[src/rtl/core/clpc_pkg.sv]
package clpc_pkg;

  localparam int RING_DEPTH    = 8;
  localparam int TABLE_ENTRIES = 32;
  localparam int PWM_TOP       = 400;
  localparam int PWM_MIN_DRIVE = PWM_TOP / 100;
  localparam int PWM_QUARTER   = PWM_TOP / 4;

  localparam int SAMPLE_W    = 10;
  localparam int PWM_W       = 9;
  localparam int ERR_W       = 12;
  localparam int OFFSET_W    = 11;
  localparam int CFG_IDX_W   = 3;
  localparam int CFG_DATA_W  = 11;

  localparam logic [CFG_IDX_W-1:0] REG_GAIN_SCALE  = 3'd0;
  localparam logic [CFG_IDX_W-1:0] REG_DWELL_COUNT = 3'd1;
  localparam logic [CFG_IDX_W-1:0] REG_TICK_DIVIDE = 3'd2;
  localparam logic [CFG_IDX_W-1:0] REG_TRIP_DIFF   = 3'd3;
  localparam logic [CFG_IDX_W-1:0] REG_DRIVE_LIMIT = 3'd4;

  localparam logic [7:0]  GAIN_SCALE_RST  = 8'd50;
  localparam logic [9:0]  DWELL_COUNT_RST = 10'd100;
  localparam logic [7:0]  TICK_DIVIDE_RST = 8'd11;
  localparam logic [10:0] TRIP_DIFF_RST   = 11'h7BA;
  localparam logic [6:0]  DRIVE_LIMIT_RST = 7'd80;

  typedef enum logic [1:0] {
    CMD_UPPER = 2'd0,
    CMD_LOWER = 2'd1,
    CMD_GAIN  = 2'd2,
    CMD_TICK  = 2'd3
  } command_t;

  typedef struct packed {
    command_t              command;
    logic [SAMPLE_W-1:0]   sample;
  } in_item_t;

  typedef struct packed {
    logic [PWM_W-1:0]        pwm_compare;
    logic                    levitating;
    logic signed [ERR_W-1:0] error_value;
  } out_item_t;

  typedef struct packed {
    logic capture;
    logic ring;
    logic tick;
    logic cal;
    logic lev_mul;
    logic lev_idx;
    logic lev_err;
    logic lev_nv;
    logic lev_drive;
    logic load_out;
  } dp_cmd_t;

  typedef struct packed {
    logic levitating;
    logic tick_fire;
  } dp_stat_t;

endpackage

[src/rtl/core/calibrated_levitation_p_controller.sv]
// Channel   Direction  Handshake                  Payload
// cmd       in         cmd_valid / cmd_ready      cmd_data (command, sample)
// result    out        result_valid / result_ready result_data (pwm, mode, error)
// cfg       in         cfg_valid / cfg_ready      cfg_index, cfg_data
//
// A sensor sample passes the ring update and output states. A timer tick while
// calibrating passes the tick state, and also the calibration state when the prescaler
// fires. A gain sample while calibrating or a tick while levitating goes straight to the
// output state. A gain sample in levitate mode passes the multiply, index, offset table
// read, error, drive product, update and output steps of the datapath.
// Reset is synchronous; the offset table is not cleared and needs no sweep.
// A new request is accepted while the previous result waits in the output
// register; a third request waits until that result is taken.
module calibrated_levitation_p_controller #(
  parameter int TABLE_ENTRIES = clpc_pkg::TABLE_ENTRIES
) (
  input  logic                            clk,
  input  logic                            rst,
  input  logic                            cmd_valid,
  output logic                            cmd_ready,
  input  clpc_pkg::in_item_t              cmd_data,
  output logic                            result_valid,
  input  logic                            result_ready,
  output clpc_pkg::out_item_t             result_data,
  input  logic                            cfg_valid,
  output logic                            cfg_ready,
  input  logic [clpc_pkg::CFG_IDX_W-1:0]  cfg_index,
  input  logic [clpc_pkg::CFG_DATA_W-1:0] cfg_data
);

  clpc_pkg::dp_cmd_t  dp_cmd;
  clpc_pkg::dp_stat_t stat;

  assign cfg_ready = 1'b1;

  clpc_ctrl u_ctrl (
    .clk          (clk),
    .rst          (rst),
    .cmd_valid    (cmd_valid),
    .cmd_ready    (cmd_ready),
    .command      (cmd_data.command),
    .result_valid (result_valid),
    .result_ready (result_ready),
    .stat         (stat),
    .dp_cmd       (dp_cmd)
  );

  clpc_dp #(
    .TABLE_ENTRIES (TABLE_ENTRIES)
  ) u_dp (
    .clk         (clk),
    .rst         (rst),
    .cmd_data    (cmd_data),
    .cfg_we      (cfg_valid && cfg_ready),
    .cfg_index   (cfg_index),
    .cfg_data    (cfg_data),
    .dp_cmd      (dp_cmd),
    .stat        (stat),
    .result_data (result_data)
  );

endmodule

[src/rtl/core/clpc_ctrl.sv]
module clpc_ctrl (
  input  logic               clk,
  input  logic               rst,
  input  logic               cmd_valid,
  output logic               cmd_ready,
  input  clpc_pkg::command_t command,
  output logic               result_valid,
  input  logic               result_ready,
  input  clpc_pkg::dp_stat_t stat,
  output clpc_pkg::dp_cmd_t  dp_cmd
);

  typedef enum logic [3:0] {
    S_IDLE,
    S_RING,
    S_TICK,
    S_CAL,
    S_MUL,
    S_IDX,
    S_READ,
    S_ERR,
    S_NV,
    S_DRIVE,
    S_DONE
  } state_t;

  state_t state;
  logic   out_free;

  assign out_free = !result_valid || result_ready;

  always_ff @(posedge clk) begin
    if (rst) begin
      state        <= S_IDLE;
      cmd_ready    <= 1'b1;
      result_valid <= 1'b0;
    end else begin
      if ((state == S_DONE) && out_free) begin
        result_valid <= 1'b1;
      end else if (result_ready) begin
        result_valid <= 1'b0;
      end
      case (state)
        S_IDLE: begin
          if (cmd_valid && cmd_ready) begin
            cmd_ready <= 1'b0;
            case (command)
              clpc_pkg::CMD_UPPER: state <= S_RING;
              clpc_pkg::CMD_LOWER: state <= S_RING;
              clpc_pkg::CMD_GAIN:  state <= stat.levitating ? S_MUL : S_DONE;
              clpc_pkg::CMD_TICK:  state <= stat.levitating ? S_DONE : S_TICK;
              default:             state <= S_DONE;
            endcase
          end
        end
        S_RING:  state <= S_DONE;
        S_TICK:  state <= stat.tick_fire ? S_CAL : S_DONE;
        S_CAL:   state <= S_DONE;
        S_MUL:   state <= S_IDX;
        S_IDX:   state <= S_READ;
        S_READ:  state <= S_ERR;
        S_ERR:   state <= S_NV;
        S_NV:    state <= S_DRIVE;
        S_DRIVE: state <= S_DONE;
        S_DONE: begin
          if (out_free) begin
            cmd_ready <= 1'b1;
            state     <= S_IDLE;
          end
        end
        default: state <= S_IDLE;
      endcase
    end
  end

  always_comb begin
    dp_cmd           = '0;
    dp_cmd.capture   = (state == S_IDLE) && cmd_valid && cmd_ready;
    dp_cmd.ring      = (state == S_RING);
    dp_cmd.tick      = (state == S_TICK);
    dp_cmd.cal       = (state == S_CAL);
    dp_cmd.lev_mul   = (state == S_MUL);
    dp_cmd.lev_idx   = (state == S_IDX);
    dp_cmd.lev_err   = (state == S_ERR);
    dp_cmd.lev_nv    = (state == S_NV);
    dp_cmd.lev_drive = (state == S_DRIVE);
    dp_cmd.load_out  = (state == S_DONE) && out_free;
  end

endmodule

[src/rtl/core/clpc_dp.sv]
module clpc_dp #(
  parameter int TABLE_ENTRIES = clpc_pkg::TABLE_ENTRIES
) (
  input  logic                                clk,
  input  logic                                rst,
  input  clpc_pkg::in_item_t                  cmd_data,
  input  logic                                cfg_we,
  input  logic [clpc_pkg::CFG_IDX_W-1:0]      cfg_index,
  input  logic [clpc_pkg::CFG_DATA_W-1:0]     cfg_data,
  input  clpc_pkg::dp_cmd_t                   dp_cmd,
  output clpc_pkg::dp_stat_t                  stat,
  output clpc_pkg::out_item_t                 result_data
);

  localparam int PTR_W        = $clog2(clpc_pkg::RING_DEPTH);
  localparam int SUM_W        = clpc_pkg::SAMPLE_W + PTR_W;
  localparam int IDX_W        = $clog2(TABLE_ENTRIES);
  localparam int TI_W         = $clog2(TABLE_ENTRIES + 1);
  localparam int CAL_STEP_RAW = (clpc_pkg::PWM_TOP * 6) / (10 * TABLE_ENTRIES);
  localparam int CAL_STEP     = (CAL_STEP_RAW == 0) ? 1 : CAL_STEP_RAW;
  localparam int RECIP_SHIFT  = 16;
  localparam int RECIP        = (1 << RECIP_SHIFT) / CAL_STEP;
  localparam int QP_W         = clpc_pkg::PWM_W + RECIP_SHIFT + 1;
  localparam int PW           = clpc_pkg::PWM_W;
  localparam int EW           = clpc_pkg::ERR_W;
  localparam int OW           = clpc_pkg::OFFSET_W;
  localparam int NV_W         = 22;

  logic [7:0]         gain_scale;
  logic [9:0]         dwell_count;
  logic [7:0]         tick_divide;
  logic signed [10:0] trip_diff;
  logic [6:0]         drive_limit;

  clpc_pkg::command_t             cmd_q;
  logic [clpc_pkg::SAMPLE_W-1:0]  sample_q;

  logic [clpc_pkg::SAMPLE_W-1:0]  upper_ring [clpc_pkg::RING_DEPTH];
  logic [clpc_pkg::SAMPLE_W-1:0]  lower_ring [clpc_pkg::RING_DEPTH];
  logic [PTR_W-1:0]               upper_ptr;
  logic [PTR_W-1:0]               lower_ptr;
  logic [SUM_W-1:0]               upper_sum;
  logic [SUM_W-1:0]               lower_sum;

  logic signed [OW-1:0] offset_table [TABLE_ENTRIES];
  logic signed [OW-1:0] offset_rd;
  logic                 table_we;

  logic              levitate_mode;
  logic [9:0]        dwell_cnt;
  logic [TI_W-1:0]   table_index;
  logic [PW-1:0]     pwm_value;
  logic [7:0]        tick_prescale;
  logic signed [EW-1:0] last_error;

  logic [17:0]          kp_prod;
  logic [7:0]           kp;
  logic [PW-1:0]        q_est;
  logic [IDX_W-1:0]     idx;
  logic signed [NV_W-1:0] nv;

  logic [PTR_W-1:0]            upper_ptr_next;
  logic [PTR_W-1:0]            lower_ptr_next;
  logic [clpc_pkg::SAMPLE_W-1:0] upper_avg;
  logic [clpc_pkg::SAMPLE_W-1:0] lower_avg;
  logic signed [OW-1:0]        offset_now;
  logic [7:0]                  prescale_inc;
  logic                        tick_fire;
  logic [TI_W-1:0]             table_index_next;
  logic [15:0]                 cal_prod;
  logic [PW-1:0]               cal_pwm;
  logic [QP_W-1:0]             q_prod;
  logic [15:0]                 q_back;
  logic [15:0]                 q_rem;
  logic [PW:0]                 q_fix;
  logic signed [EW-1:0]        err_now;
  logic signed [EW:0]          neg_err;
  logic signed [NV_W-1:0]      nv_prod;
  logic                        trip_hit;
  logic                        nv_over;
  logic                        nv_zero;
  logic [15:0]                 drive_prod;
  logic [PW-1:0]               drive_pwm;

  assign upper_ptr_next = upper_ptr + 1'b1;
  assign lower_ptr_next = lower_ptr + 1'b1;
  assign upper_avg      = upper_sum[SUM_W-1:PTR_W];
  assign lower_avg      = lower_sum[SUM_W-1:PTR_W];
  assign offset_now     = $signed({1'b0, lower_avg}) - $signed({1'b0, upper_avg});

  assign prescale_inc = tick_prescale + 8'd1;
  assign tick_fire    = (prescale_inc >= tick_divide);

  assign table_index_next = table_index + 1'b1;
  assign cal_prod = 16'(table_index_next) * 16'(CAL_STEP);
  assign cal_pwm  = (cal_prod > 16'(clpc_pkg::PWM_TOP)) ? PW'(clpc_pkg::PWM_TOP)
                                                        : cal_prod[PW-1:0];
  assign table_we = dp_cmd.cal && (dwell_cnt >= dwell_count);

  assign q_prod = QP_W'(pwm_value) * QP_W'(RECIP);
  assign q_back = 16'(q_est) * 16'(CAL_STEP);
  assign q_rem  = 16'(pwm_value) - q_back;
  assign q_fix  = (PW + 1)'(q_est) + (PW + 1)'(q_rem >= 16'(CAL_STEP));

  assign err_now = EW'($signed({1'b0, lower_avg})) - EW'($signed({1'b0, upper_avg}))
                   - EW'(offset_rd);
  assign neg_err = -(EW + 1)'(last_error);
  assign nv_prod = NV_W'($signed({1'b0, kp})) * NV_W'(neg_err);

  assign trip_hit   = last_error < EW'(trip_diff);
  assign nv_over    = nv > $signed({15'b0, drive_limit});
  assign nv_zero    = nv[NV_W-1] || (nv == '0);
  assign drive_prod = 16'(nv[6:0]) * 16'(clpc_pkg::PWM_MIN_DRIVE);
  assign drive_pwm  = (drive_prod > 16'(clpc_pkg::PWM_TOP)) ? PW'(clpc_pkg::PWM_TOP)
                                                            : drive_prod[PW-1:0];

  assign stat.levitating = levitate_mode;
  assign stat.tick_fire  = tick_fire;

  always_ff @(posedge clk) begin
    if (rst) begin
      gain_scale  <= clpc_pkg::GAIN_SCALE_RST;
      dwell_count <= clpc_pkg::DWELL_COUNT_RST;
      tick_divide <= clpc_pkg::TICK_DIVIDE_RST;
      trip_diff   <= $signed(clpc_pkg::TRIP_DIFF_RST);
      drive_limit <= clpc_pkg::DRIVE_LIMIT_RST;
    end else if (cfg_we) begin
      case (cfg_index)
        clpc_pkg::REG_GAIN_SCALE:  gain_scale  <= cfg_data[7:0];
        clpc_pkg::REG_DWELL_COUNT: dwell_count <= cfg_data[9:0];
        clpc_pkg::REG_TICK_DIVIDE: tick_divide <= cfg_data[7:0];
        clpc_pkg::REG_TRIP_DIFF:   trip_diff   <= $signed(cfg_data[10:0]);
        clpc_pkg::REG_DRIVE_LIMIT: drive_limit <= cfg_data[6:0];
        default: ;
      endcase
    end
  end

  always_ff @(posedge clk) begin
    if (dp_cmd.capture) begin
      cmd_q    <= cmd_data.command;
      sample_q <= cmd_data.sample;
    end
  end

  always_ff @(posedge clk) begin
    if (rst) begin
      for (int i = 0; i < clpc_pkg::RING_DEPTH; i++) begin
        upper_ring[i] <= '0;
        lower_ring[i] <= '0;
      end
      upper_ptr <= '0;
      lower_ptr <= '0;
      upper_sum <= '0;
      lower_sum <= '0;
    end else if (dp_cmd.ring) begin
      if (cmd_q == clpc_pkg::CMD_UPPER) begin
        upper_ptr                  <= upper_ptr_next;
        upper_ring[upper_ptr_next] <= sample_q;
        upper_sum <= upper_sum + SUM_W'(sample_q) - SUM_W'(upper_ring[upper_ptr_next]);
      end else begin
        lower_ptr                  <= lower_ptr_next;
        lower_ring[lower_ptr_next] <= sample_q;
        lower_sum <= lower_sum + SUM_W'(sample_q) - SUM_W'(lower_ring[lower_ptr_next]);
      end
    end
  end

  always_ff @(posedge clk) begin
    if (table_we) begin
      offset_table[table_index[IDX_W-1:0]] <= offset_now;
    end
    offset_rd <= offset_table[idx];
  end

  always_ff @(posedge clk) begin
    if (rst) begin
      levitate_mode <= 1'b0;
      dwell_cnt     <= '0;
      table_index   <= '0;
      pwm_value     <= PW'(clpc_pkg::PWM_MIN_DRIVE);
      tick_prescale <= '0;
      last_error    <= '0;
    end else begin
      if (dp_cmd.tick) begin
        tick_prescale <= tick_fire ? 8'd0 : prescale_inc;
      end
      if (dp_cmd.cal) begin
        if (dwell_cnt >= dwell_count) begin
          table_index <= table_index_next;
          if (table_index_next >= TI_W'(TABLE_ENTRIES)) begin
            levitate_mode <= 1'b1;
            pwm_value     <= PW'(clpc_pkg::PWM_QUARTER);
          end else begin
            pwm_value <= cal_pwm;
            dwell_cnt <= '0;
          end
        end else begin
          dwell_cnt <= dwell_cnt + 10'd1;
        end
      end
      if (dp_cmd.lev_err) begin
        last_error <= err_now;
      end
      if (dp_cmd.lev_drive) begin
        if (trip_hit) begin
          pwm_value <= PW'(clpc_pkg::PWM_MIN_DRIVE);
        end else if (!nv_over) begin
          pwm_value <= nv_zero ? PW'(clpc_pkg::PWM_MIN_DRIVE) : drive_pwm;
        end
      end
    end
  end

  always_ff @(posedge clk) begin
    if (dp_cmd.lev_mul) begin
      kp_prod <= 18'(gain_scale) * 18'(sample_q);
      q_est   <= q_prod[RECIP_SHIFT +: PW];
    end
    if (dp_cmd.lev_idx) begin
      kp  <= kp_prod[17:10];
      idx <= (q_fix >= (PW + 1)'(TABLE_ENTRIES)) ? IDX_W'(TABLE_ENTRIES - 1)
                                                  : q_fix[IDX_W-1:0];
    end
    if (dp_cmd.lev_nv) begin
      nv <= nv_prod;
    end
    if (dp_cmd.load_out) begin
      result_data.pwm_compare <= pwm_value;
      result_data.levitating  <= levitate_mode;
      result_data.error_value <= last_error;
    end
  end

endmodule

[config.mk]
export PLATFORM = sky130hd
export DESIGN_NAME = calibrated_levitation_p_controller
export DESIGN_NICKNAME = d
export VERILOG_FILES = /design/src/rtl/core/clpc_pkg.sv /design/src/rtl/core/calibrated_levitation_p_controller.sv /design/src/rtl/core/clpc_ctrl.sv /design/src/rtl/core/clpc_dp.sv
export SDC_FILE = /design/constraint.sdc
export NUM_CORES = 2
export LEC_CHECK = 0
export BUFFER_PORTS_ARGS = -buffer_cell sky130_fd_sc_hd__buf_2
export CAP_MARGIN = 15
export CELL_PAD_IN_SITES_DETAIL_PLACEMENT = 2
export CELL_PAD_IN_SITES_GLOBAL_PLACEMENT = 2
export CORE_AREA = 2 2 303 305
export DETAILED_ROUTE_END_ITERATION = 10
export DIE_AREA = 0 0 305 307
export PLACE_DENSITY_LB_ADDON = 0.1
export SETUP_SLACK_MARGIN = 0.5
export SLEW_MARGIN = 40
export SYNTH_ARGS = -nofsm -noshare
export SYNTH_HDL_FRONTEND = slang
export SYNTH_SLANG_ARGS = --single-unit
export TNS_END_PERCENT = 30
[constraint.sdc]
create_clock -name clk -period 7 [get_ports clk]
set_clock_uncertainty 0.05 [all_clocks]
set_input_delay 1.05 -clock clk [delete_from_list [all_inputs] [get_ports clk]]
set_output_delay 1.05 -clock clk [all_outputs]
set_load 0.05 [all_outputs]
==> reports/results.ini <==
[route]
wl_per_cell_um = 27.81
finalWirelength_um = 127700
detailroute.via_count = 26887
drt-initial-drc-count = 1882
drtPass1Iterations = 5
drt-vias-per-instance = 5.856
route.antenna.remaining_nets = 0
drc_errors = 0

[logic_synthesis]
synthesis.nets = 3717
synth-edff-count = 596
synth.ff_latch_count = 735
ys_top_cells_by_area = edfxtp_1 (44%), fa_1 (8.4%), ha_1 (7.4%)
number_of_synthesis_warnings = 0
fraction_of_the_mapped_netlist_area_in_compound_gates_pct = 6.493
yosys.area.top_type = edfxtp_1
yosys.area_share.xor_xnor_pct = 2.542
portion_of_netlist_area_occupied_by_mux_cells_pct = 6.750
combinational_family_with_the_most_area_after_synthesis = adder cells
synth_largest_type_area_fraction_pct = 44.39
post_synth_simple_gate_area_pct = 12.29
synth_async_sr_flop_share_pct = 0
synth-seq-area-share_pct = 51.30
yosys.cell_types.count = 77
syn_area_mm2 = 0.04031
syn-instance-count = 3278
synth_ff_type = edfxtp_1
post_synth_fa_ha_maj_area_fraction_pct = 15.81
postSynthAreaPerCell_um2 = 12.30

[grt]
number_of_antenna_violations_at_the_first_check_in_global_routing = 4
global_route.usage.total_pct = 27.43
first_global_vias = 30686
grt.overflow.total = 0
grt_max_degree = 114
first_pass_grt_wire_length_um = 193800

[place]
placedInstanceArea_mm2 = 0.04227
dp.final_hpwl_um = 88800
pre_cts_slack_ns = 0.6733
gp_congestion = 0.8506
port-buffer-count = 54

[clocking]
postCtsSetupBuffers = 0
cts_root_buf = clkbuf_16
clk-insertion-delay-late_ns = 0.66
total_clock_buffers_created_by_cts = 84
cts_htree_levels = 3
tritoncts = built
cts.sinks = 735
clkTransAtPathRegs_ns = 0.06
cts.path.max_buffers = 3

[worst_setup_path]
timing_worst_setup_path_type = register to register
critPathRequiredTime_ns = 7.36
worst_setup_path_start_kind = register
cp-end-kind = register
cp.arrival_ns = 6.46
cp_max_fo = 8

[cells_and_area]
final.fill_count = 8747
design.final.nets = 3775
area_growth_syn_to_layout_pct = 11.84
final_area_mm2 = 0.04509
post-route-util_pct = 49.72
mostFrequentLayoutCells = edfxtp_1 (596), inv_1 (348), nand2_1 (272)
mostFrequentLayoutCell = edfxtp_1
final_layout_size_suffix_gt1_share_pct = 13.19

[die]
fp.dieW_um = 305
die_h_um = 307
initial_core_util_pct = 44.45
ioPinCount = 56
core_area_mm2 = 0.09069
die_area_mm2 = 0.09364
rows = 111

[sta]
max_slew.worst_pin.slew_ns = 0.8870
unrepaired_setup_endpoints_after_global_routing = false
maxSlewHeadroom_pct = 40.80
max_clock_freq_mhz = 163.8
setup-tns-final_ns = 0
timing.final.crit_share_pct = 87.21
final.min_clock_period_ns = 6.104
timing.final.ws_setup_ns = 0.8955
hold_violations = 0
timing.final.setup_violations = 0
timing_max_transition_violations_final = 0

[run_status]
run_status = completed

[worst_hold_path]
hp-class = register to register

[power_and_ir_drop]
max-vdd-ir-drop_mv = 0.7053
power.leakage_uw = 0.01758
power_density_over_the_cells_mw_per_mm2 = 377.9

[job]
timing.max_cap.violations = 0

## stage by stage
step	instances	total power, µW	hold slack (ns)
2_1_floorplan	3278	10050	0.3503
3_3_place_gp	4433	11930	0.3533
3_5_place_dp	4435	12560	0.3556
4_1_cts	4589	17140	0.3730
5_1_grt	4590	17840	0.3899
6_report	4591	17040	0.3672
## Yosys cell counts, types with 3 or more instances
cell and instances:
edfxtp_1 596, inv_1 349, nand2_1 272, ha_1 239, nor2_1 183, fa_1 169
and2_1 152, clkbuf_1 144, dfxtp_1 139, nor4_1 132, a21oi_1 128, mux4_2 110
xnor2_1 87, a22oi_1 83, nor3_1 50, nand3_1 48, o21ai_0 44, a21o_1 32
xor2_1 30, nand2b_1 25, nand3b_1 25, nand4_1 24, or3_1 20, nor2b_1 16
and3_1 15, a211oi_1 13, mux2i_1 12, mux2_2 11, buf_2 10, o21a_1 10
o21bai_1 10, or2_2 8, a221oi_1 7, nor3b_1 7, buf_1 5, o211ai_1 5
a2111oi_0 4, a211o_1 4, a31oi_1 4, o31ai_1 4, a21boi_0 3, o21ai_1 3
## power breakdown
part	switching [µW]	internal (µW)
clock network	1960	2550
logic	4290	1850
registers	186	6220
## critical path, cell delays in order (launching register included)
cell       delay [ns]
dfxtp_1          0.40
nor4_2           0.34
nand2_1          0.21
nor3_1           0.33
xnor2_2          0.23
nand2_1          0.13
fa_1             0.52
inv_1            0.06
fa_1             0.53
fa_1             0.45
fa_1             0.50
ha_1             0.38
nand3_1          0.14
o2111ai_2        0.19
o311a_4          0.37
o41ai_4          0.26
o2111ai_2        0.20
a221o_1          0.36
a21oi_2          0.15
xnor2_1          0.08
## logic make-up (layout without fill, tap and decap cells)
logic type      after synthesis  after routing
fa+ha+maj                   408            408
other cells                   1              2
flops                       735            735
buf+inv                     510            636
simple gates                984            984
mux                         133            133
compound gates              390            390
xor+xnor                    117            117
## cell type report
type                       instances  area (µm²)  area share (%)
clock buffer                     111        2286           5.070
sequential                       735       20680           45.87
antenna                            1       2.502        0.005550
clock inverter                    43       462.9           1.027
timing repair buffer             133       918.4           2.037
multi-input combinational       2033       17940           39.79
tap                             1186        1484           3.291
inverter                         349        1310           2.906
## metal layers
metal	global-route usage, %	share of wire, %
met5	0	0.0063
met4	9.164	3.7
met3	3.122	4.1
met2	49.71	52
met1	34.03	40
## final timing paths
check,startpoint,end,slack (ns),cells past startpoint
setup / recovery,u_dp.last_error[2]$_SDFFE_PP0P_,u_dp.nv[21]$_DFFE_PP_,0.90,19
hold / removal,u_dp.kp_prod[12]$_DFFE_PP_,u_dp.kp[2]$_DFFE_PP_,0.37,0
setup reg to reg,u_dp.last_error[2]$_SDFFE_PP0P_,u_dp.nv[21]$_DFFE_PP_,0.90,19
hold reg to reg,u_dp.kp_prod[12]$_DFFE_PP_,u_dp.kp[2]$_DFFE_PP_,0.37,0
## sequential cells by signal, indices dropped and copies added, names as in the netlist, 6 cells and up
| name | cells |
|---|---|
| u_dp.lower_sum | 13 |
| u_dp.dwell_count | 10 |
| u_dp.last_error | 12 |
| u_dp.gain_scale | 8 |
| u_dp.result_data | 22 |
| u_dp.pwm_value | 9 |
| u_dp.trip_diff | 11 |
| u_dp.tick_prescale | 8 |
| u_dp.upper_ring | 80 |
| u_dp.lower_ring | 80 |
| u_dp.sample_q | 10 |
| u_dp.table_index | 6 |
| u_dp.upper_sum | 13 |
| u_dp.nv | 22 |
| u_dp.tick_divide | 8 |
| u_dp.q_est | 7 |
| u_dp.offset_rd | 11 |
| u_dp.dwell_cnt | 10 |
| u_dp.drive_limit | 7 |
| u_dp.kp_prod | 8 |
| u_dp.kp | 8 |
| u_dp.offset_table | 352 |
## repair_timing
item,in CTS,in global routing
endpoints found under the hold margin,0,0
hold buffers,0,0
gates resized for setup,0,5
setup endpoints to repair,0,3
Power figures use the tool's default switching activity.
